$ cat src/hw/rtl/rci_pkg.sv
// Shared types and constants of the ray / double cone intersection block.
package rci_pkg;

  // Configuration register indexes
  localparam logic [1:0] CFG_Y_LOWER     = 2'd0;
  localparam logic [1:0] CFG_Y_UPPER     = 2'd1;
  localparam logic [1:0] CFG_CAPS_CLOSED = 2'd2;
  localparam logic [1:0] CFG_NEAR_ZERO   = 2'd3;

  // Reset values of the configuration registers
  localparam logic signed [15:0] Y_LOWER_RST   = -16'sd1;
  localparam logic signed [15:0] Y_UPPER_RST   = 16'sd0;
  localparam logic               CAPS_RST      = 1'b0;
  localparam logic [15:0]        NEAR_ZERO_RST = 16'd7;

  // Result kinds
  localparam logic [1:0] KIND_SIDE_NEAR = 2'd0;
  localparam logic [1:0] KIND_SIDE_FAR  = 2'd1;
  localparam logic [1:0] KIND_LOWER_CAP = 2'd2;
  localparam logic [1:0] KIND_UPPER_CAP = 2'd3;

  // Divider operand widths
  localparam int DIV_NUM_W = 36;
  localparam int DIV_DEN_W = 34;

  typedef struct packed {
    logic signed [15:0] y_lower;
    logic signed [15:0] y_upper;
    logic               caps_closed;
    logic        [15:0] near_zero;
  } rci_cfg_t;

  typedef struct packed {
    logic a_tiny;
    logic b_tiny;
    logic dy_tiny;
    logic disc_neg;
  } rci_class_t;

  // One classified ray as handed from the front end to the back end
  typedef struct packed {
    logic signed [31:0] ox;
    logic signed [31:0] oy;
    logic signed [31:0] oz;
    logic signed [31:0] dx;
    logic signed [31:0] dy;
    logic signed [31:0] dz;
    logic signed [31:0] a;
    logic signed [31:0] b;
    logic signed [31:0] c;
    logic signed [63:0] disc;
    rci_class_t         cls;
  } rci_ray_t;

endpackage

$ cat src/hw/rtl/rci_front.sv
// Front end: takes a ray, forms the quadratic coefficients and discriminant, classifies.
module rci_front import rci_pkg::*; (
  input  logic               clk,
  input  logic               rst_n,
  input  logic               start,
  output logic               busy,
  input  logic signed [31:0] in_origin_x,
  input  logic signed [31:0] in_origin_y,
  input  logic signed [31:0] in_origin_z,
  input  logic signed [31:0] in_dir_x,
  input  logic signed [31:0] in_dir_y,
  input  logic signed [31:0] in_dir_z,
  input  rci_cfg_t           cfg,
  input  logic               q_full,
  output logic               q_push,
  output rci_ray_t           q_data
);

  localparam logic signed [50:0] COEF_MAX = 51'sd1073741823;

  typedef enum logic [2:0] {F_IDLE, F_MAC, F_CLAMP, F_DISC, F_PUSH} state_t;

  state_t             state_r;
  logic        [3:0]  step_r;
  rci_ray_t           ray_r;
  logic signed [63:0] prod_r;
  logic signed [49:0] a_acc_r, b_acc_r, c_acc_r;
  logic signed [63:0] bb_r;
  logic signed [31:0] mul_a, mul_b;
  logic signed [49:0] fl_prod;
  logic signed [63:0] disc_nxt;

  function automatic logic signed [31:0] clamp_coef(input logic signed [50:0] v);
    if (v > COEF_MAX) begin
      return 32'(COEF_MAX);
    end else if (v < -COEF_MAX) begin
      return 32'(-COEF_MAX);
    end
    return v[31:0];
  endfunction

  // zero, or magnitude below the epsilon
  function automatic logic is_tiny(input logic signed [32:0] v, input logic [15:0] nz);
    logic [32:0] mag;
    mag = v[32] ? 33'(-v) : 33'(v);
    return (v == 33'sd0) || (mag < {17'd0, nz});
  endfunction

  assign busy    = (state_r != F_IDLE);
  assign q_push  = (state_r == F_PUSH) && !q_full;
  assign q_data  = ray_r;
  assign fl_prod = {{2{prod_r[63]}}, prod_r[63:16]};
  assign disc_nxt = bb_r - (prod_r <<< 2);

  // shared multiplier operand select
  always_comb begin
    mul_a = '0;
    mul_b = '0;
    if (state_r == F_MAC) begin
      case (step_r)
        4'd0:    begin mul_a = ray_r.dx; mul_b = ray_r.dx; end
        4'd1:    begin mul_a = ray_r.dy; mul_b = ray_r.dy; end
        4'd2:    begin mul_a = ray_r.dz; mul_b = ray_r.dz; end
        4'd3:    begin mul_a = ray_r.ox; mul_b = ray_r.dx; end
        4'd4:    begin mul_a = ray_r.oy; mul_b = ray_r.dy; end
        4'd5:    begin mul_a = ray_r.oz; mul_b = ray_r.dz; end
        4'd6:    begin mul_a = ray_r.ox; mul_b = ray_r.ox; end
        4'd7:    begin mul_a = ray_r.oy; mul_b = ray_r.oy; end
        4'd8:    begin mul_a = ray_r.oz; mul_b = ray_r.oz; end
        default: begin mul_a = '0; mul_b = '0; end
      endcase
    end else if (state_r == F_DISC) begin
      case (step_r)
        4'd0:    begin mul_a = ray_r.b; mul_b = ray_r.b; end
        4'd1:    begin mul_a = ray_r.a; mul_b = ray_r.c; end
        default: begin mul_a = '0; mul_b = '0; end
      endcase
    end
  end

  // sequencer: one product per cycle, registered and accumulated in the following cycle
  always_ff @(posedge clk) begin
    prod_r <= mul_a * mul_b;
    if (!rst_n) begin
      state_r <= F_IDLE;
      step_r  <= '0;
    end else begin
      case (state_r)
        F_IDLE: begin
          if (start) begin
            ray_r.ox <= in_origin_x;
            ray_r.oy <= in_origin_y;
            ray_r.oz <= in_origin_z;
            ray_r.dx <= in_dir_x;
            ray_r.dy <= in_dir_y;
            ray_r.dz <= in_dir_z;
            step_r   <= '0;
            state_r  <= F_MAC;
          end
        end
        F_MAC: begin
          case (step_r)
            4'd0: begin a_acc_r <= '0; b_acc_r <= '0; c_acc_r <= '0; end
            4'd1: a_acc_r <= a_acc_r + fl_prod;
            4'd2: a_acc_r <= a_acc_r - fl_prod;
            4'd3: a_acc_r <= a_acc_r + fl_prod;
            4'd4: b_acc_r <= b_acc_r + fl_prod;
            4'd5: b_acc_r <= b_acc_r - fl_prod;
            4'd6: b_acc_r <= b_acc_r + fl_prod;
            4'd7: c_acc_r <= c_acc_r + fl_prod;
            4'd8: c_acc_r <= c_acc_r - fl_prod;
            4'd9: c_acc_r <= c_acc_r + fl_prod;
            default: ;
          endcase
          if (step_r == 4'd9) begin
            state_r <= F_CLAMP;
          end
          step_r <= step_r + 4'd1;
        end
        F_CLAMP: begin
          ray_r.a <= clamp_coef({a_acc_r[49], a_acc_r});
          ray_r.b <= clamp_coef({b_acc_r, 1'b0});
          ray_r.c <= clamp_coef({c_acc_r[49], c_acc_r});
          step_r  <= '0;
          state_r <= F_DISC;
        end
        F_DISC: begin
          if (step_r == 4'd1) begin
            bb_r <= prod_r;
          end
          if (step_r == 4'd2) begin
            ray_r.disc         <= disc_nxt;
            ray_r.cls.a_tiny   <= is_tiny({ray_r.a[31], ray_r.a}, cfg.near_zero);
            ray_r.cls.b_tiny   <= is_tiny({ray_r.b[31], ray_r.b}, cfg.near_zero);
            ray_r.cls.dy_tiny  <= is_tiny({ray_r.dy[31], ray_r.dy}, cfg.near_zero);
            ray_r.cls.disc_neg <= disc_nxt[63];
            state_r            <= F_PUSH;
          end
          step_r <= step_r + 4'd1;
        end
        F_PUSH: begin
          if (!q_full) begin
            state_r <= F_IDLE;
          end
        end
        default: state_r <= F_IDLE;
      endcase
    end
  end

endmodule

$ cat config.mk
export PLATFORM = sky130hd
export DESIGN_NAME = rci_front
export DESIGN_NICKNAME = d
export VERILOG_FILES = /design/src/hw/rtl/rci_pkg.sv /design/src/hw/rtl/rci_front.sv
export SDC_FILE = /design/constraint.sdc
export NUM_CORES = 2
export LEC_CHECK = 0
export BUFFER_PORTS_ARGS = -buffer_cell sky130_fd_sc_hd__buf_2
export CORE_MARGIN = 4
export CORE_UTILIZATION = 55
export CTS_CLUSTER_DIAMETER = 30
export DETAILED_ROUTE_END_ITERATION = 10
export PLACE_DENSITY = 0.71
export SLEW_MARGIN = 5
export SYNTH_ARGS = -nofsm -noshare
export SYNTH_HDL_FRONTEND = slang
export SYNTH_SLANG_ARGS = --single-unit
$ cat constraint.sdc
create_clock -name clk -period 35.5 [get_ports clk]
set_clock_uncertainty 0.15 [all_clocks]
set_input_delay 7.1 -clock clk [delete_from_list [all_inputs] [get_ports clk]]
set_output_delay 7.1 -clock clk [all_outputs]
set_load 0.02 [all_outputs]
---- After elaboration in Yosys (flattened, before gate mapping) ----
Index checks and enable logic that the tools add are counted.
W data, S select, Z words.
storage, ports and cells
  register bits ........................... 641
  bits of input ports ..................... 245
  word-level logic and storage cells ...... 136
cells by class
  $add $sub $neg .......................... 11
  multipliers ............................. 1
  $lt $le $gt $ge ......................... 9
  eq/ne operators ......................... 17
  multiplexer cells ....................... 42
  reduce and logical (&&, ||, !) cells .... 34
operators by type and width
  operator                number
  $pmux W50 S3            3
  $mux W32                13
  $pmux W32 S6            2
  $add A50 B48 Y50        3
  $sub A50 B48 Y50        3
  $pmux W32 S2            2
  $gt A50 B31 Y1 const B  2
  $lt A50 B31 Y1 const B  2
  $logic_not A33 Y1       3
  $lt A33 B16 Y1          3
  $mux W33                3
  $neg A32 Y33            3
  $mul A32 B32 Y64        1
  $sub A64 B64 Y64        1
  $gt A51 B31 Y1 const B  1
  $lt A51 B31 Y1 const B  1
  $reduce_or A2 Y1        10
  $reduce_and A3 Y1       6
  $eq A4 B3 Y1 const B    4
  $pmux W3 S5             1
  $reduce_bool A3 Y1      5
  $mux W1                 12
  $mux W3                 4
  $pmux W4 S3             1
  other kinds (17)        25

---- Longest topological paths before layout ----
  word-level depth ........................ 6
  gate-level depth with buffers ........... 41

---- Least setup slack after synthesis ----
Ideal clock, no wire load.
  path type ............................... input -> register
  from .................................... input port rst_n
  to ...................................... register ray_r, in the netlist q_data[164], enable pin
  data arrival time ....................... 15358 ps
  data required time ...................... 34603 ps
  slack ................................... 19245 ps
  stages on the path ...................... 3
  buffers on the path ..................... 1
  path through ............................ clkbuf_1 -> nand2_1 -> nor2_1
on the way
  word-level cells in the longest chain between the ends .. 1
ends and longest elaborated chain
  item                         RTL line         text
  start: declaration           rci_front.sv:4   input logic rst_n,
  $reduce_and A3 Y1 (no line)  -
  end: declaration             rci_front.sv:25  rci_ray_t ray_r;
Every way passes these cells.
A chain may end at the register's enable or synchronous reset.

---- Final worst setup path ----
  from .................................... input port q_full
  to ...................................... output port q_push
on the way
  word-level cells in the longest chain between the ends .. 2
ends and longest elaborated chain
  item                 RTL line         text
  start: declaration   rci_front.sv:14  input logic q_full,
  $logic_not A1 Y1     -
  $logic_and A1 B1 Y1  rci_front.sv:50  assign q_push = (state_r == F_PUSH) && !q_full;
  end: declaration     rci_front.sv:15  output logic q_push,
Every way passes these cells.

==> results.md <==
- Setup WS post-layout: 20,630 ps
- Synth Net Count: 9,850
- FMAX: 0.0673 GHz
- Critical path required time: 28,250 ps
- First-pass GRT wire length: 455 mm
- Max Slew Vio Count: 0
- Ys Warns: 0
- Detail-routed via count per cell: 6.36
- Highest Signal Layer: met5
- CTS Root Cell: clkbuf_16
- Period utilisation layout: 41.9%
- R2R cell count: 31
- Pint: 3.85 mW
- Area growth, synth to finish: 14.6%
- Pwr Density: 84.4 mW/mm^2
- CTS clk-pin slew, worst paths: 50 ps
- Synth Flop Type: edfxtp_1
- RR Startpoint: step_r[3]
- Asr flop ratio synth: 0%
- Total congestion overflow: 0
- Most frequent CP cell: buf_2
- Die Wd: 380 um
- Crit path cell chain: buf_2, nor2_1, buf_2
- GRT Overall Usage: 43.3%
- Cell variety after synth: 90
- Clock Sink Count: 640
- DRT Pass-1 Iters: 10
- DR iter-0 viols: 8,763
- Fillers: 11,400
- Fin util: 63.5%
- Met2 wirelength from detailed routing: 132 mm
- Number of hold buffers added after CTS: 0
- Outcome: finished clean
- Clk Latency, worst-skew pair: 800 ps
- Sw Ratio: 47.8%
- Synthesized area: 0.0762 sq mm
- WL per Instance: 30.0 um
- Reg power frac: 14.6%
- EDFF count, synth: 569
- Synth top area cells: fa_1, edfxtp_1, ha_1
- Flops & latches, synth: 640
- RSZ-0062 raised after global routing: false
- Die area: 0.145 sq mm
- Largest net degree at the start of global routing: 193
- Rows: 136
- Slew HR: 1.45%
- Cell accounting for the most synthesized area: fa_1
- R2R Path End: prod_r[62]
- Share of layout cells above drive strength 1: 13.0%
- Worst reg-to-reg setup slack: 22,600 ps
- ANT nets after route: 0
- Core Region: 0.137 sq mm
- Max-Cap Viols: 0
- HP Class: reg2reg
- Post_cts resized: 0
- Post-Route WL: 316 mm
- Clock share of power: 21.4%
- Post-CTS Setup Bufs: 0
- Hold Path Origin: bb_r[1]
- Final net count: 10,300
- CTS tree: done
- Global placement routability congestion: 1.05
- Post-synth top cells: inv_1, fa_1, nand2_1, nor2_1, edfxtp_1
- IO Pins: 603
- Syn Inst Count: 8,074
- Starting Density: 55.4%
- Drc violations: 0
- Slowest CP cell: buf_2
- Setup TNS Final: 0 ps
- Clock buffer depth: 3
- WL met3: 43.7 mm
- P_sw: 3.52 mW
- Hold path cells: 0
- Sequential-to-total area share from yosys stat: 24.3%
- Gate power share: 64.0%
- WL met1: 106 mm
- Final setup fails: 0
- Die Ht: 380 um
- Port bufs: 569
- Lkg Pwr: 39.8 nW
- DP Wirelength: 243 mm
- Total Power: 7.38 mW
- Htree depth: 4
- Vias: 67,000
- Setup crit end kind: primary output
- Minimum clock period: 14,870 ps
- Top-count cell post-synth: inv_1
- Antenna violations before repair: 25
- CP Class: in2out
- Hold Path Sink: q_data[5]
- Critical path fanouts, max: 2
- Maximum VDD drop: 208 uV
- Final Hold Fails: 0
- Least-Margin Pin Slew: 1480 ps
- CTS Buf Count: 165
- Startpoint Class: input pin
- CP peak stage delay: 270 ps
- Vias in the first global route: 65,800
- Mapped Avg Cell Area: 9.44 sq um
- Design Area, Final: 0.0874 sq mm
- Pre-CTS WS: 20,660 ps
- Synth top area share: 28.5%
- Dpl cell area: 0.0814 sq mm
- Arrival time at the worst endpoint: 7620 ps
[how the worst max path moves through the flow]
stage / startpoint / cells past startpoint / to / slack [ps]
floorplan: rst_n / 3 / q_data[164] / 19240
global placement: q_full / 3 / q_push / 20660
detailed placement: q_full / 3 / q_push / 20660
CTS: q_full / 3 / q_push / 20660
global route: q_full / 3 / q_push / 20610
finish: q_full / 3 / q_push / 20630
[power by group through the flow]
stage / clock [mW] / combinational (mW) / sequential, mW
after floorplan: 0 / 3.36 / 1.01
after global placement: 0 / 4.52 / 1.08
after detailed placement: 0 / 4.59 / 1.08
after CTS: 1.59 / 4.64 / 1.07
after global routing: 1.63 / 5.17 / 1.08
final: 1.58 / 4.72 / 1.08
[flip-flops by register name, indices dropped and copies added, names as in the netlist]
register  flops
c_acc_r      50
state_r       3
bb_r         64
b_acc_r      50
step_r        4
prod_r       64
q_data      355
a_acc_r      50
[routing by layer]
layer	vias up	track usage [%]
met1	32700	52.2
met5	-	0.0331
met3	1390	15.2
li1	27800	-
met2	5103	63.1
met4	16	34.5
[layout make-up]
class / instances / area [sq um] / area share, %
inverters: 1214 / 4560 / 5.22
multi-input cells: 5831 / 52100 / 59.6
well taps: 1794 / 2240 / 2.57
diodes: 30 / 75.1 / 0.0859
flip-flops and latches: 640 / 18500 / 21.2
clock buffers: 187 / 4270 / 4.89
clock inverters: 123 / 1620 / 1.85
repair buffers: 721 / 4010 / 4.58
[cells in the final DEF (no fill, tap or decap), drive strengths merged, types with 20 or more instances in the layout]
cell type  Yosys  layout
inv         1202    1213
fa          1086    1086
nand2        895     895
nor2         865     865
buf           44     720
edfxtp       569     569
ha           445     445
a21oi        372     372
xnor2        323     323
a21o         295     295
o21ai        195     195
clkbuf       345     188
nor3         130     130
xor2         112     112
clkinv        12      82
nand3         79      79
a221oi        76      76
nand4         75      75
dfxtp         71      71
nor4          71      71
nand2b        67      67
o21bai        57      57
a222oi        54      54
nor2b         53      53
or3           48      48
a31oi         46      46
and2          44      44
and3          40      40
o21a          40      40
diode          0      30
a211oi        27      27
a22oi         27      27
o31ai         25      25
bufinv         0      25
o211ai        24      24
a31o          20      20
[kinds of logic after synthesis]
family          share of synthesized area, %
mux                                    0.207
simple gates                            14.2
flops                                   24.3
buf+inv                                 7.94
fa+ha+maj                               35.8
xor+xnor                                5.00
compound gates                          12.5
[critical path: cells and delay by family]
kind,cells,cell delay [ps]
buf+inv,2,440
simple gates,1,80
[stage by stage]
step | instances | hold WS, ps
after floorplan | 8074 | 250
after global placement | 10200 | 256
after detailed placement | 10200 | 257
after CTS | 10500 | 268
after global routing | 10500 | 276
final | 10500 | 267
Power figures use the tool's default switching activity.
