**src/hw/rtl/rci_pkg.sv**
```systemverilog
// Shared types and constants of the ray / double cone intersection block.
package rci_pkg;

  // Configuration register indexes
  localparam logic [1:0] CFG_Y_LOWER     = 2'd0;
  localparam logic [1:0] CFG_Y_UPPER     = 2'd1;
  localparam logic [1:0] CFG_CAPS_CLOSED = 2'd2;
  localparam logic [1:0] CFG_NEAR_ZERO   = 2'd3;

  // Reset values of the configuration registers
  localparam logic signed [15:0] Y_LOWER_RST   = -16'sd1;
  localparam logic signed [15:0] Y_UPPER_RST   = 16'sd0;
  localparam logic               CAPS_RST      = 1'b0;
  localparam logic [15:0]        NEAR_ZERO_RST = 16'd7;

  // Result kinds
  localparam logic [1:0] KIND_SIDE_NEAR = 2'd0;
  localparam logic [1:0] KIND_SIDE_FAR  = 2'd1;
  localparam logic [1:0] KIND_LOWER_CAP = 2'd2;
  localparam logic [1:0] KIND_UPPER_CAP = 2'd3;

  // Divider operand widths
  localparam int DIV_NUM_W = 36;
  localparam int DIV_DEN_W = 34;

  typedef struct packed {
    logic signed [15:0] y_lower;
    logic signed [15:0] y_upper;
    logic               caps_closed;
    logic        [15:0] near_zero;
  } rci_cfg_t;

  typedef struct packed {
    logic a_tiny;
    logic b_tiny;
    logic dy_tiny;
    logic disc_neg;
  } rci_class_t;

  // One classified ray as handed from the front end to the back end
  typedef struct packed {
    logic signed [31:0] ox;
    logic signed [31:0] oy;
    logic signed [31:0] oz;
    logic signed [31:0] dx;
    logic signed [31:0] dy;
    logic signed [31:0] dz;
    logic signed [31:0] a;
    logic signed [31:0] b;
    logic signed [31:0] c;
    logic signed [63:0] disc;
    rci_class_t         cls;
  } rci_ray_t;

endpackage

```
**src/hw/rtl/rci_fifo.sv**
```systemverilog
// Short queue of classified rays between front end and back end.
module rci_fifo import rci_pkg::*; #(
  parameter int DEPTH = 2
) (
  input  logic     clk,
  input  logic     rst_n,
  input  logic     push,
  input  rci_ray_t din,
  output logic     full,
  input  logic     pop,
  output rci_ray_t dout,
  output logic     empty
);

  localparam int PTR_W = (DEPTH > 1) ? $clog2(DEPTH) : 1;
  localparam int CNT_W = $clog2(DEPTH + 1);

  rci_ray_t           mem_r [DEPTH];
  logic [PTR_W-1:0]   wr_ptr_r, rd_ptr_r;
  logic [CNT_W-1:0]   count_r;

  assign full  = (count_r == CNT_W'(DEPTH));
  assign empty = (count_r == '0);
  assign dout  = mem_r[rd_ptr_r];

  // storage
  always_ff @(posedge clk) begin
    if (push && !full) begin
      mem_r[wr_ptr_r] <= din;
    end
  end

  // pointers and fill count
  always_ff @(posedge clk) begin
    if (!rst_n) begin
      wr_ptr_r <= '0;
      rd_ptr_r <= '0;
      count_r  <= '0;
    end else begin
      if (push && !full) begin
        wr_ptr_r <= (wr_ptr_r == PTR_W'(DEPTH - 1)) ? '0 : wr_ptr_r + PTR_W'(1);
      end
      if (pop && !empty) begin
        rd_ptr_r <= (rd_ptr_r == PTR_W'(DEPTH - 1)) ? '0 : rd_ptr_r + PTR_W'(1);
      end
      case ({push && !full, pop && !empty})
        2'b10:   count_r <= count_r + CNT_W'(1);
        2'b01:   count_r <= count_r - CNT_W'(1);
        default: count_r <= count_r;
      endcase
    end
  end

endmodule

```
**config.mk**
```make
export PLATFORM = sky130hd
export DESIGN_NAME = rci_fifo
export DESIGN_NICKNAME = d
export VERILOG_FILES = /design/src/hw/rtl/rci_pkg.sv /design/src/hw/rtl/rci_fifo.sv
export SDC_FILE = /design/constraint.sdc
export NUM_CORES = 1
export LEC_CHECK = 0
export ABC_AREA = 0
export BUFFER_PORTS_ARGS = -buffer_cell sky130_fd_sc_hd__buf_2
export CORE_AREA = 3 3 281 283
export CTS_BUF_LIST = sky130_fd_sc_hd__clkbuf_8
export DETAILED_ROUTE_END_ITERATION = 8
export DIE_AREA = 0 0 284 286
export MAX_ROUTING_LAYER = met4
export PLACE_DENSITY_LB_ADDON = 0.25
export SLEW_MARGIN = 20
export SYNTH_ARGS = -nofsm -noshare
export SYNTH_HDL_FRONTEND = slang
export SYNTH_SLANG_ARGS = --single-unit
```
**constraint.sdc**
```tcl
create_clock -name clk -period 30.9 [get_ports clk]
set_input_delay 3.09 -clock clk [delete_from_list [all_inputs] [get_ports clk]]
set_output_delay 3.09 -clock clk [all_outputs]
set_load 0.01 [all_outputs]
```
# == Word-level counts from Yosys, hierarchy flattened ==
# Memory sizes are Yosys's and may differ from the RTL's. A register that Yosys moved wholly into a read port is not among the register bits.
# Index checks and enable logic that the tools add are counted.
# totals
register_bits,4
mem_bits_rw,712
output_inout_bits,358
wordCells,24
memories,1
# classes
add_sub_neg,4
n_eq_ne,3
mux,7
n_reduce_logical,6
# mem_list
name,depth,width,read_ports,rd_clocked_by_memory_dff,wr,line,rtl
mem_r,2,356,1,1,1,rci_fifo.sv:18,rci_ray_t mem_r [DEPTH];
# op_table
cell,n
$mux 1,6
$eq 2x2->1 const B,2
$pmux 2 s2,1
$add 1x1->1 const B,2
$add 2x1->2 const B,1
$eq 2x1->1 const B,1
$logic_and 1x1->1,2
$logic_not 1->1,2
$logic_not 2->1,1
$reduce_bool 2->1,1
$sub 2x1->2 const B,1

# == Logic depth before layout (Yosys ltp) ==
# Gate-level depths: netlist (run 1).
# depth
word_depth,5
ltp_mapped,6
mapped_depth_nobuf,6

# == Least setup slack after synthesis (run 1) ==
# No wires, ideal clock.
# synth_path
kind,input port to flip-flop
startpoint,input push
endpoint,"memory mem_r[1][0] (netlist name), enable pin"
arrival_time_ps,11224
t_required_ps,30134
slack_ps,18909
stages,1
path_cell_list,and3_1
# synth_between
elab_chain_len,3
# synth_rtl
item,line,rtl
start: declaration,rci_fifo.sv:7,"input logic push,"
$logic_and 1x1->1,rci_fifo.sv:28,if (push && !full) begin
$mux 1,rci_fifo.sv:28,
$mux 1 (implied by the code),rci_fifo.sv:29,mem_r[wr_ptr_r] <= din;
end: declaration,rci_fifo.sv:18,
# Every way passes these cells.

==> run summary, run 1 <==
Routed wire per std cell -> 20.3 um
Total CTS buffers -> 117
PnR worst setup slack -> 23.87 ns
Worst Hold Depth -> 2
Initial Util -> 0.338
Router iterations before antenna repair -> 4
Area grow syn2layout -> 25.8%
Worst rel slew slack -> 0.132
Hold_buf cts -> 0
Num rows -> 102
Number of synthesized flops with an enable pin -> 712
PostCTS Resize Cnt -> 0
Multi-input gate area -> 0.00414 sq mm
Grt met1 use -> 0.164
Post-CTS Setup Bufs -> 0
Sequential fraction of design power -> 0.472
Worst EP required -> 27.81 ns
Share of layout cells above drive strength 1 -> 0.597
Nets -> 2,301
Post-route antenna net violation count -> 0
GRT busiest layer -> met2
Die width -> 284 um
Final Core Density -> 0.426
Async SR Flop Fraction -> 0
CP peak stage delay -> 0.84 ns
Place WS -> 23.50 ns
I/O pin count -> 718
Leak Pwr -> 12.2 nW
Instance count on the critical path -> 4
CP max stage cell -> dfxtp_4
Sw Ratio -> 0.291
Fillers -> 6,934
Final Setup Violations -> 0
Die ar. -> 0.0812 sq mm
Register area share after synthesis -> 0.825
Met2 Use GR -> 0.261
FF+latch area -> 0.0215 sq mm
Gpl congestion -> 0.821
CP max FO -> 74
TNS Setup -> 0 ns
Psw -> 0.783 mW
Int Power -> 1.91 mW
Die extent in y -> 286 um
Crit end category -> primary output
Post-synthesis instance total -> 1,134
Max VDD drop -> 0.0490 mV
Worst-path clk slew -> 0.05 ns
HPWL Detailed -> 42,700 um
Outcome -> finished, final reports clean
Synthesized area per cell -> 23.0 sq um
Delay-heaviest family, CP -> buffers and inverters
Max Clk Rate -> 142 MHz
Ys flop type -> edfxtp_1
Cell mode on critical path -> buf_4
Flops & latches, synth -> 717
Post-synthesis net count -> 1,495
Routed WL -> 62,600 um
CTS tree -> done
Core ar. -> 0.0770 sq mm
Commonest non-fill, non-tap cell in the layout -> buf_2
WP buf/inv -> 3
Crit path cell chain -> buf_4, buf_4, mux2_2, buf_2
Max cap viols -> 0
Final worst path period share -> 0.228
GRT Util Overall -> 0.152
DRT iter0 DRCs -> 745
Hold Vio Cnt, Final -> 0
Clock Tree Buf Depth -> 3
Vias in the first global route -> 14.8k
Power Density -> 82.1 mW/mm^2
Synth unique cells -> 20
Largest net degree at the start of global routing -> 167
Synth Warn # -> 0
Synthesized area -> 0.0260 sq mm
First-pass GRT wire length -> 90,600 um
Remaining DRCs -> 0
Fin. max-slew vios -> 0
Clk_lat worst skew -> 0.71 ns
Clk network pwr share -> 0.275
Commonest cells after routing, fill and taps aside -> buf_2, edfxtp_1, mux2_2
Port Buf Inserts -> 717
Post-layout min period -> 7.03 ns
Max H-tree Level -> 3
Reg2reg path depth -> 7
Critical path type -> reg -> out
Hold Path Class -> reg -> reg
Least-Margin Pin Slew -> 1.30 ns
Routed via count -> 13.7k
M3 GR Usage -> 0.0431
Via-per-instance ratio -> 4.43
Num Clock Sinks -> 717
Clock Skew -> 0.0370 ns
WP data arrival -> 3.94 ns
Gate power share -> 0.253
RSZ-0062 raised after global routing -> no
Root buffer cell -> clkbuf_8
Initial antenna violation count -> 12
CP Launch Type -> flop
Total congestion overflow -> 0
-- final cells by class --
cell class | instances | share of cell area
clock buffer | 118 | 0.0495
inverter | 3 | 0.000573
tap | 1040 | 0.0397
timing repair buffer | 727 | 0.113
antenna | 10 | 0.000763
clock inverter | 100 | 0.0153
multi-input combinational | 374 | 0.126
sequential | 717 | 0.655
-- routing by layer --
| metal | vias to the layer above | wire length (um) |
|---|---|---|
| li1 | 6199 | - |
| met1 | 6758 | 23200 |
| met2 | 569 | 32600 |
| met3 | 145 | 4620 |
| met4 | 0 | 2180 |
| met5 | - | 0 |
-- registers in the layout, indices dropped and copies added, names as in the netlist, named ones only --
| signal | flops |
|---|---|
| rd_ptr_r | 1 |
| mem_r | 712 |
| wr_ptr_r | 1 |
| count_r | 2 |
-- final timing paths --
check              from           end  slack, ns
max                flop     dout[120]      23.87
min            wr_ptr_r      wr_ptr_r       0.50
max reg2reg  count_r[0]  mem_r[0][78]      26.31
min reg2reg    wr_ptr_r      wr_ptr_r       0.50
-- cells by family (layout without fill, tap and decap cells) --
group	Yosys count	after routing	share of synthesized area
mux	356	356	0.154
fa+ha+maj	1	1	0.000480
buf+inv	43	948	0.0167
simple gates	9	9	0.00207
other cells	0	10	0
xor+xnor	3	3	0.00101
compound gates	5	5	0.00125
flops	717	717	0.825
-- cell usage after synthesis (2+ instances only) --
master | n | area, sq um
dfxtp_1 | 5 | 100
edfxtp_1 | 712 | 21400
buf_4 | 4 | 30.0
inv_1 | 2 | 7.51
nor2b_1 | 2 | 12.5
buf_2 | 2 | 10.0
mux2_2 | 356 | 4010
a21boi_1 | 2 | 15.0
or3_1 | 2 | 12.5
xnor2_1 | 3 | 26.3
o21ai_0 | 2 | 10.0
buf_6 | 34 | 383
-- per-stage QoR --
stage / cell area [sq um] / power, mW / instances / hold slack (ns)
floorplan: 26000 / 1.76 / 1134 / 0.457
global placement: 30600 / 1.97 / 2861 / 0.483
detailed placement: 30600 / 1.98 / 2861 / 0.488
CTS: 32800 / 2.74 / 3079 / 0.499
global route: 32800 / 2.83 / 3089 / 0.527
finish: 32800 / 2.69 / 3089 / 0.501
-- tightest hold or removal path: stages (launching register included) --
cell      delay [ns]
dfxtp_1         0.32
o21ai_0         0.07
a21boi_1        0.07
-- power groups by stage --
stage	Clock, mW	Sequential, mW	Combinational (mW)
after global routing	0.817	1.28	0.727
final	0.741	1.27	0.680
after floorplan	0	1.32	0.445
after global placement	0	1.29	0.686
after CTS	0.773	1.27	0.695
after detailed placement	0	1.29	0.691
(Power assumes the default switching activity.)
==> inputs of run 2 (changes only) <==
--- a/config.mk
+++ b/config.mk
@@ -7,10 +7,10 @@
 export LEC_CHECK = 0
 export ABC_AREA = 0
 export BUFFER_PORTS_ARGS = -buffer_cell sky130_fd_sc_hd__buf_2
-export CORE_AREA = 3 3 281 283
+export CORE_AREA = 3 3 275 277
 export CTS_BUF_LIST = sky130_fd_sc_hd__clkbuf_8
 export DETAILED_ROUTE_END_ITERATION = 8
-export DIE_AREA = 0 0 284 286
+export DIE_AREA = 0 0 278 280
 export MAX_ROUTING_LAYER = met4
 export PLACE_DENSITY_LB_ADDON = 0.25
 export SLEW_MARGIN = 20
==> constraint.sdc (replaced) <==
create_clock -name clk -period 6.8 [get_ports clk]
set_input_delay 0.68 -clock clk [delete_from_list [all_inputs] [get_ports clk]]
set_output_delay 0.68 -clock clk [all_outputs]
set_load 0.01 [all_outputs]
==> run 2 against run 1 <==
Effect of this change:
- non-clock buffer count decreased by 3
- via count decreased by 0.97%
- design area decreased by 0.20%
==> run summary, run 2 (synthesized netlist as in run 1, its figures left out) <==
Int Power -> 8.66 mW (+350%)
GRT Util Overall -> 0.159 (+0.00728)
Largest net degree at the start of global routing -> 155 (-7.2%)
Gate power share -> 0.253 (about the same)
Die extent in y -> 280 um (-2.1%)
Total congestion overflow -> 0 (unchanged)
CP Launch Type -> flop
Clk_lat worst skew -> 0.70 ns (about the same)
I/O pin count -> 718 (unchanged)
Reg-to-reg startpoint -> count_r[0]
Max H-tree Level -> 3 (unchanged)
Placed cells -> 2,777 (-2.9%)
Max Clk Rate -> 257 MHz
Commonest non-fill, non-tap cell in the layout -> buf_2
Nets -> 2,297 (-0.17%)
Tot Pwr -> 12.2 mW (+350%)
Crit path cell chain -> buf_12, mux2_2, buf_2
Die width -> 278 um (-2.1%)
Area grow syn2layout -> 25.6%
CP max FO -> 154 (+110%)
Least-Margin Pin Slew -> 1.15 ns (-0.152 ns)
Routed via count -> 13.5k (-0.97%)
Max VDD drop -> 0.238 mV (+390%)
Hold Path Class -> in -> reg
Final worst path period share -> 0.572
Crit end category -> primary output
Total CTS buffers -> 116 (-0.85%)
Hold Path Origin -> din[20]
Sequential fraction of design power -> 0.472 (about the same)
Clk network pwr share -> 0.274 (about the same)
First-pass GRT wire length -> 90,700 um (about the same)
CP max stage cell -> dfxtp_4
Worst rel slew slack -> 0.233 (+0.102)
Initial antenna violation count -> 25 (+13)
Hold Vio Cnt, Final -> 0 (unchanged)
Post-route antenna net violation count -> 0 (unchanged)
Final Setup Violations -> 0 (unchanged)
Num rows -> 99 (-2.9%)
Outcome -> finished, final reports clean
HPWL Detailed -> 42,400 um (-0.89%)
Initial Util -> 0.356 (+0.0179)
Port Buf Inserts -> 717 (unchanged)
Delay-heaviest family, CP -> flip-flops
Router iterations before antenna repair -> 4 (unchanged)
WP data arrival -> 3.21 ns (-0.73 ns)
Root buffer cell -> clkbuf_8
CTS tree -> done
Via-per-instance ratio -> 4.49 (+1.5%)
Worst EP required -> 6.12 ns (-21.69 ns)
Routed wire per std cell -> 20.8 um (+2.9%)
Post-CTS Setup Bufs -> 0 (unchanged)
RSZ-0062 raised after global routing -> no
TNS Setup -> 0 ns (unchanged)
PostCTS Resize Cnt -> 0 (unchanged)
Largest regs -> mem_r: 712 flops, count_r: 2 flops
Clock Tree Buf Depth -> 3 (unchanged)
Worst hold slack -> 0.147 ns (-0.355 ns)
Worst-path clk slew -> 0.06 ns (about the same)
Power Density -> 374 mW/mm^2 (+360%)
Gpl congestion -> 0.807 (-1.7%)
CP peak stage delay -> 0.95 ns (+0.11 ns)
Commonest cells after routing, fill and taps aside -> buf_2, edfxtp_1, mux2_2
Final Core Density -> 0.448 (+0.0217)
Max FFs per register -> 712 (unchanged)
Leak Pwr -> 12.2 nW (-0.43%)
Routed WL -> 62,800 um (+0.35%)
Psw -> 3.58 mW (+360%)
Sw Ratio -> 0.292 (+0.00139)
Core ar. -> 0.0731 sq mm (-5.0%)
Remaining DRCs -> 0 (unchanged)
Die ar. -> 0.0778 sq mm (-4.2%)
Vias in the first global route -> 14.8k (-0.14%)
Clock Skew -> 0.0341 ns (-0.00286 ns)
Hold_buf cts -> 0 (unchanged)
Top reg by flops -> mem_r
Fin. max-slew vios -> 0 (unchanged)
Num Clock Sinks -> 717 (unchanged)
Final Cell Area -> 0.0327 sq mm (-0.20%)
WP buf/inv -> 2 (-1)
Share of layout cells above drive strength 1 -> 0.599 (+0.00196)
Post-DP Area -> 0.0306 sq mm (-0.25%)
Fin cells -> 3,013 (-2.5%)
Critical path type -> reg -> out
Max cap viols -> 0 (unchanged)
Place WS -> 3.68 ns (-19.82 ns)
PnR worst setup slack -> 2.91 ns (-20.96 ns)
DRT iter0 DRCs -> 749 (+0.54%)
Post-layout min period -> 3.89 ns
[run 2: cell type report]
class / count / area, sq um
fillers: 6553 / 40400
flip-flops and latches: 717 / 21500
multi-input cells: 374 / 4140
repair buffers: 724 / 3720
clock buffers: 116 / 1600
well taps: 959 / 1200
clock inverters: 95 / 502
diodes: 25 / 62.6
inverters: 3 / 15.0
[run 2: path summary, 6_finish.rpt]
check / cells past startpoint / end / slack (ns)
setup / recovery: 3 / dout[46] / 2.91
hold / removal: 1 / mem_r[1][20] / 0.15
setup reg to reg: 5 / mem_r[0][165] / 3.91
hold reg to reg: 2 / wr_ptr_r / 0.51
[run 2: metal layers]
layer | track usage | up-vias | wire length, um
met5 | - | - | 0
met4 | 0.0642 | 0 | 2110
met3 | 0.0582 | 130 | 5590
met2 | 0.271 | 559 | 32400
met1 | 0.169 | 6636 | 22700
li1 | - | 6213 | -
[run 2: power by group through the flow]
stage	Sequential [mW]	Clock [mW]	Combinational, mW
after CTS	5.78	3.50	3.16
after detailed placement	5.87	0	3.14
after floorplan	5.88	0	2.02
final	5.78	3.36	3.10
after global placement	5.85	0	3.12
after global routing	5.83	3.69	3.31
==> inputs of run 3 (changes only) <==
--- a/config.mk
+++ b/config.mk
@@ -5,12 +5,12 @@
 export SDC_FILE = /design/constraint.sdc
 export NUM_CORES = 1
 export LEC_CHECK = 0
-export ABC_AREA = 0
+export ABC_AREA = 1
 export BUFFER_PORTS_ARGS = -buffer_cell sky130_fd_sc_hd__buf_2
-export CORE_AREA = 3 3 275 277
+export CORE_AREA = 3 3 280 282
 export CTS_BUF_LIST = sky130_fd_sc_hd__clkbuf_8
 export DETAILED_ROUTE_END_ITERATION = 8
-export DIE_AREA = 0 0 278 280
+export DIE_AREA = 0 0 283 285
 export MAX_ROUTING_LAYER = met4
 export PLACE_DENSITY_LB_ADDON = 0.25
 export SLEW_MARGIN = 20
==> constraint.sdc (replaced) <==
create_clock -name clk -period 3.8 [get_ports clk]
set_input_delay 0.38 -clock clk [delete_from_list [all_inputs] [get_ports clk]]
set_output_delay 0.38 -clock clk [all_outputs]
set_load 0.01 [all_outputs]
==> run 3 against run 2 <==
Effect of this change:
- sequential cell count unchanged
- wire length up 7.8%
- clock power rose by 79%
- cell count rose by 15%
- worst setup slack worse by 2.1 ns
- core utilization rose by 5.1 points
- synthesized area up 6.1%
- non-clock buffer count grew 386
==> run summary, run 3 <==
Outcome -> finished, final reports clean
RSZ-0062 raised after global routing -> no
Cell taking the most area after synthesis -> edfxtp_1
Fillers -> 6,322 (-3.5%)
Routed via count -> 15.2k (+12%)
Post-synthesis instance total -> 1,148 (+1.2%)
Via-per-instance ratio -> 4.39 (-2.4%)
Commonest cells after routing, fill and taps aside -> buf_2, edfxtp_1, dlygate4sd3_1
Root buffer cell -> clkbuf_8
Remaining DRCs -> 0 (unchanged)
Area grow syn2layout -> 37.1%
Number of synthesized flops with an enable pin -> 712 (unchanged)
GRT Util Overall -> 0.169 (+0.00967)
Worst-path clk slew -> 0.06 ns (about the same)
Least-Margin Pin Slew -> 0.908 ns (-0.242 ns)
Core ar. -> 0.0759 sq mm (+3.9%)
Count leader, synth -> edfxtp_1
Die ar. -> 0.0807 sq mm (+3.6%)
Int Power -> 15.1 mW (+75%)
Met2 Use GR -> 0.294 (+0.0237)
Die extent in y -> 285 um (+1.8%)
Psw -> 5.53 mW (+55%)
Routed WL -> 67,700 um (+7.8%)
Flops & latches, synth -> 717 (unchanged)
Leak Pwr -> 15.1 nW (+24%)
Num rows -> 101 (+2.0%)
Top reg by flops -> mem_r
Final Setup Violations -> 0 (unchanged)
Max FFs per register -> 712 (unchanged)
Die width -> 283 um (+1.8%)
Routed wire per std cell -> 19.5 um (-6.2%)
Clk_lat worst skew -> 0.70 ns (about the same)
Async SR Flop Fraction -> 0 (unchanged)
Gpl congestion -> 0.833 (+3.3%)
Ys flop type -> edfxtp_1
Gate power share -> 0.229 (-0.024)
Initial antenna violation count -> 7 (-72%)
Synthesized area -> 0.0276 sq mm (+6.1%)
GRT busiest layer -> met2
Num Clock Sinks -> 717 (unchanged)
CTS tree -> done
Top post-synthesis cells by area -> edfxtp_1, mux2_4, buf_12
Grt met1 use -> 0.177 (+0.00768)
Placed cells -> 2,889 (+4.0%)
Clk network pwr share -> 0.291 (+0.017)
Max cap viols -> 0 (unchanged)
Total CTS buffers -> 117 (+0.86%)
Synthesized area per cell -> 24.1 sq um (+4.8%)
Nets -> 2,698 (+17%)
Share of layout cells above drive strength 1 -> 0.513 (-0.0856)
Router iterations before antenna repair -> 6 (+2)
Max VDD drop -> 0.364 mV (+53%)
Worst rel slew slack -> 0.395 (+0.161)
Hold Vio Cnt, Final -> 0 (unchanged)
DRT iter0 DRCs -> 679 (-9.3%)
Commonest non-fill, non-tap cell in the layout -> buf_2
Post-route antenna net violation count -> 0 (unchanged)
Initial Util -> 0.364 (+0.00757)
Post-CTS Setup Bufs -> 0 (unchanged)
I/O pin count -> 718 (unchanged)
Synth Warn # -> 0 (unchanged)
Max H-tree Level -> 3 (unchanged)
FF-to-FF setup slack -> 1.53 ns (-2.38 ns)
CP Launch Type -> flop
Critical path type -> reg -> out
Synth unique cells -> 15 (-25%)
Clock Tree Buf Depth -> 3 (unchanged)
WP data arrival -> 2.58 ns (-0.63 ns)
HPWL Detailed -> 46,600 um (+9.9%)
Crit end category -> primary output
Fin cells -> 3,466 (+15%)
Worst EP required -> 3.42 ns (-2.70 ns)
Port Buf Inserts -> 717 (unchanged)
Hold Path Class -> in -> reg
Final Core Density -> 0.499 (+0.0515)
Total congestion overflow -> 0 (unchanged)
Final worst path period share -> 0.778
Post-layout min period -> 2.96 ns
Largest net degree at the start of global routing -> 126 (-19%)
PostCTS Resize Cnt -> 0 (unchanged)
Power Density -> 545 mW/mm^2 (+46%)
Post-synthesis net count -> 1,509 (+0.94%)
Sequential fraction of design power -> 0.480 (+0.008)
First-pass GRT wire length -> 102,000 um (+12%)
Register area share after synthesis -> 0.777 (-0.0476)
M3 GR Usage -> 0.0488 (-0.00941)
Vias in the first global route -> 17.1k (+15%)
Synth top area share -> 0.773 (-0.0474)
Fin. max-slew vios -> 0 (unchanged)
Sw Ratio -> 0.268 (-0.0244)
Max Clk Rate -> 338 MHz
Synth cell count leaders -> edfxtp_1, mux2_4, buf_12
Clock Skew -> 0.0514 ns (+0.0173 ns)
CP max FO -> 33 (-79%)
Largest regs -> mem_r: 712 flops, count_r: 2 flops
[run 3: logic make-up after synthesis]
group | share of synthesized area
mux | 0.191
compound gates | 0.000362
simple gates | 0.00326
buf+inv | 0.0277
flops | 0.777
fa+ha+maj | 0.000453
[run 3: metrics by stage]
step	setup TNS, ns	setup slack (ns)	power [mW]	area (sq um)	hold slack (ns)
after global placement	0	1.46	14.5	32200	0.471
after global routing	0	0.678	21.6	37900	0.320
after detailed placement	0	1.43	14.6	32200	0.477
final	0	0.843	20.6	37900	0.399
after CTS	0	0.715	21.0	37900	0.280
after floorplan	-1818.67	-2.57	13.2	27700	0.452
[run 3: layer usage]
| metal | routed length, um | share of wire |
|---|---|---|
| met3 | 4460 | 0.066 |
| met4 | 2890 | 0.043 |
| met5 | 0 | 0 |
| met2 | 35700 | 0.53 |
| met1 | 24700 | 0.36 |
[run 3: final timing paths]
kind | endpoint | cells after the start | startpoint
setup / recovery | dout[160] | 4 | flop
hold reg to reg | rd_ptr_r | 2 | rd_ptr_r
setup reg to reg | mem_r[1][108] | 7 | count_r[1]
hold / removal | mem_r[1][305] | 2 | din[305]
[run 3: timing repair]
action	in CTS	in global routing
endpoints found under the hold margin	717	0
hold buffers	359	0
setup endpoints to repair	0	0
[run 3: layout make-up]
type | instances | area [sq um] | area share
clock inverter | 93 | 462 | 0.0122
antenna | 6 | 15.0 | 0.000396
timing repair buffer | 1110 | 7560 | 0.199
sequential | 717 | 21500 | 0.567
tap | 1030 | 1290 | 0.0340
clock buffer | 119 | 1640 | 0.0432
multi-input combinational | 382 | 5420 | 0.143
inverter | 9 | 37.5 | 0.000990
[run 3: power groups by stage]
stage | logic [mW] | registers (mW) | clock network (mW)
2_1_floorplan | 3.07 | 10.2 | 0
3_3_place_gp | 4.45 | 10.0 | 0
3_5_place_dp | 4.48 | 10.1 | 0
4_1_cts | 4.81 | 9.92 | 6.24
5_1_grt | 5.02 | 9.98 | 6.60
6_report | 4.74 | 9.91 | 6.00
[run 3: worst max-delay path: stages, from the launching register on]
cell and delay [ns]:
dfxtp_4 0.59, buf_12 0.33, buf_4 0.40, mux2_4 0.34, buf_2 0.14
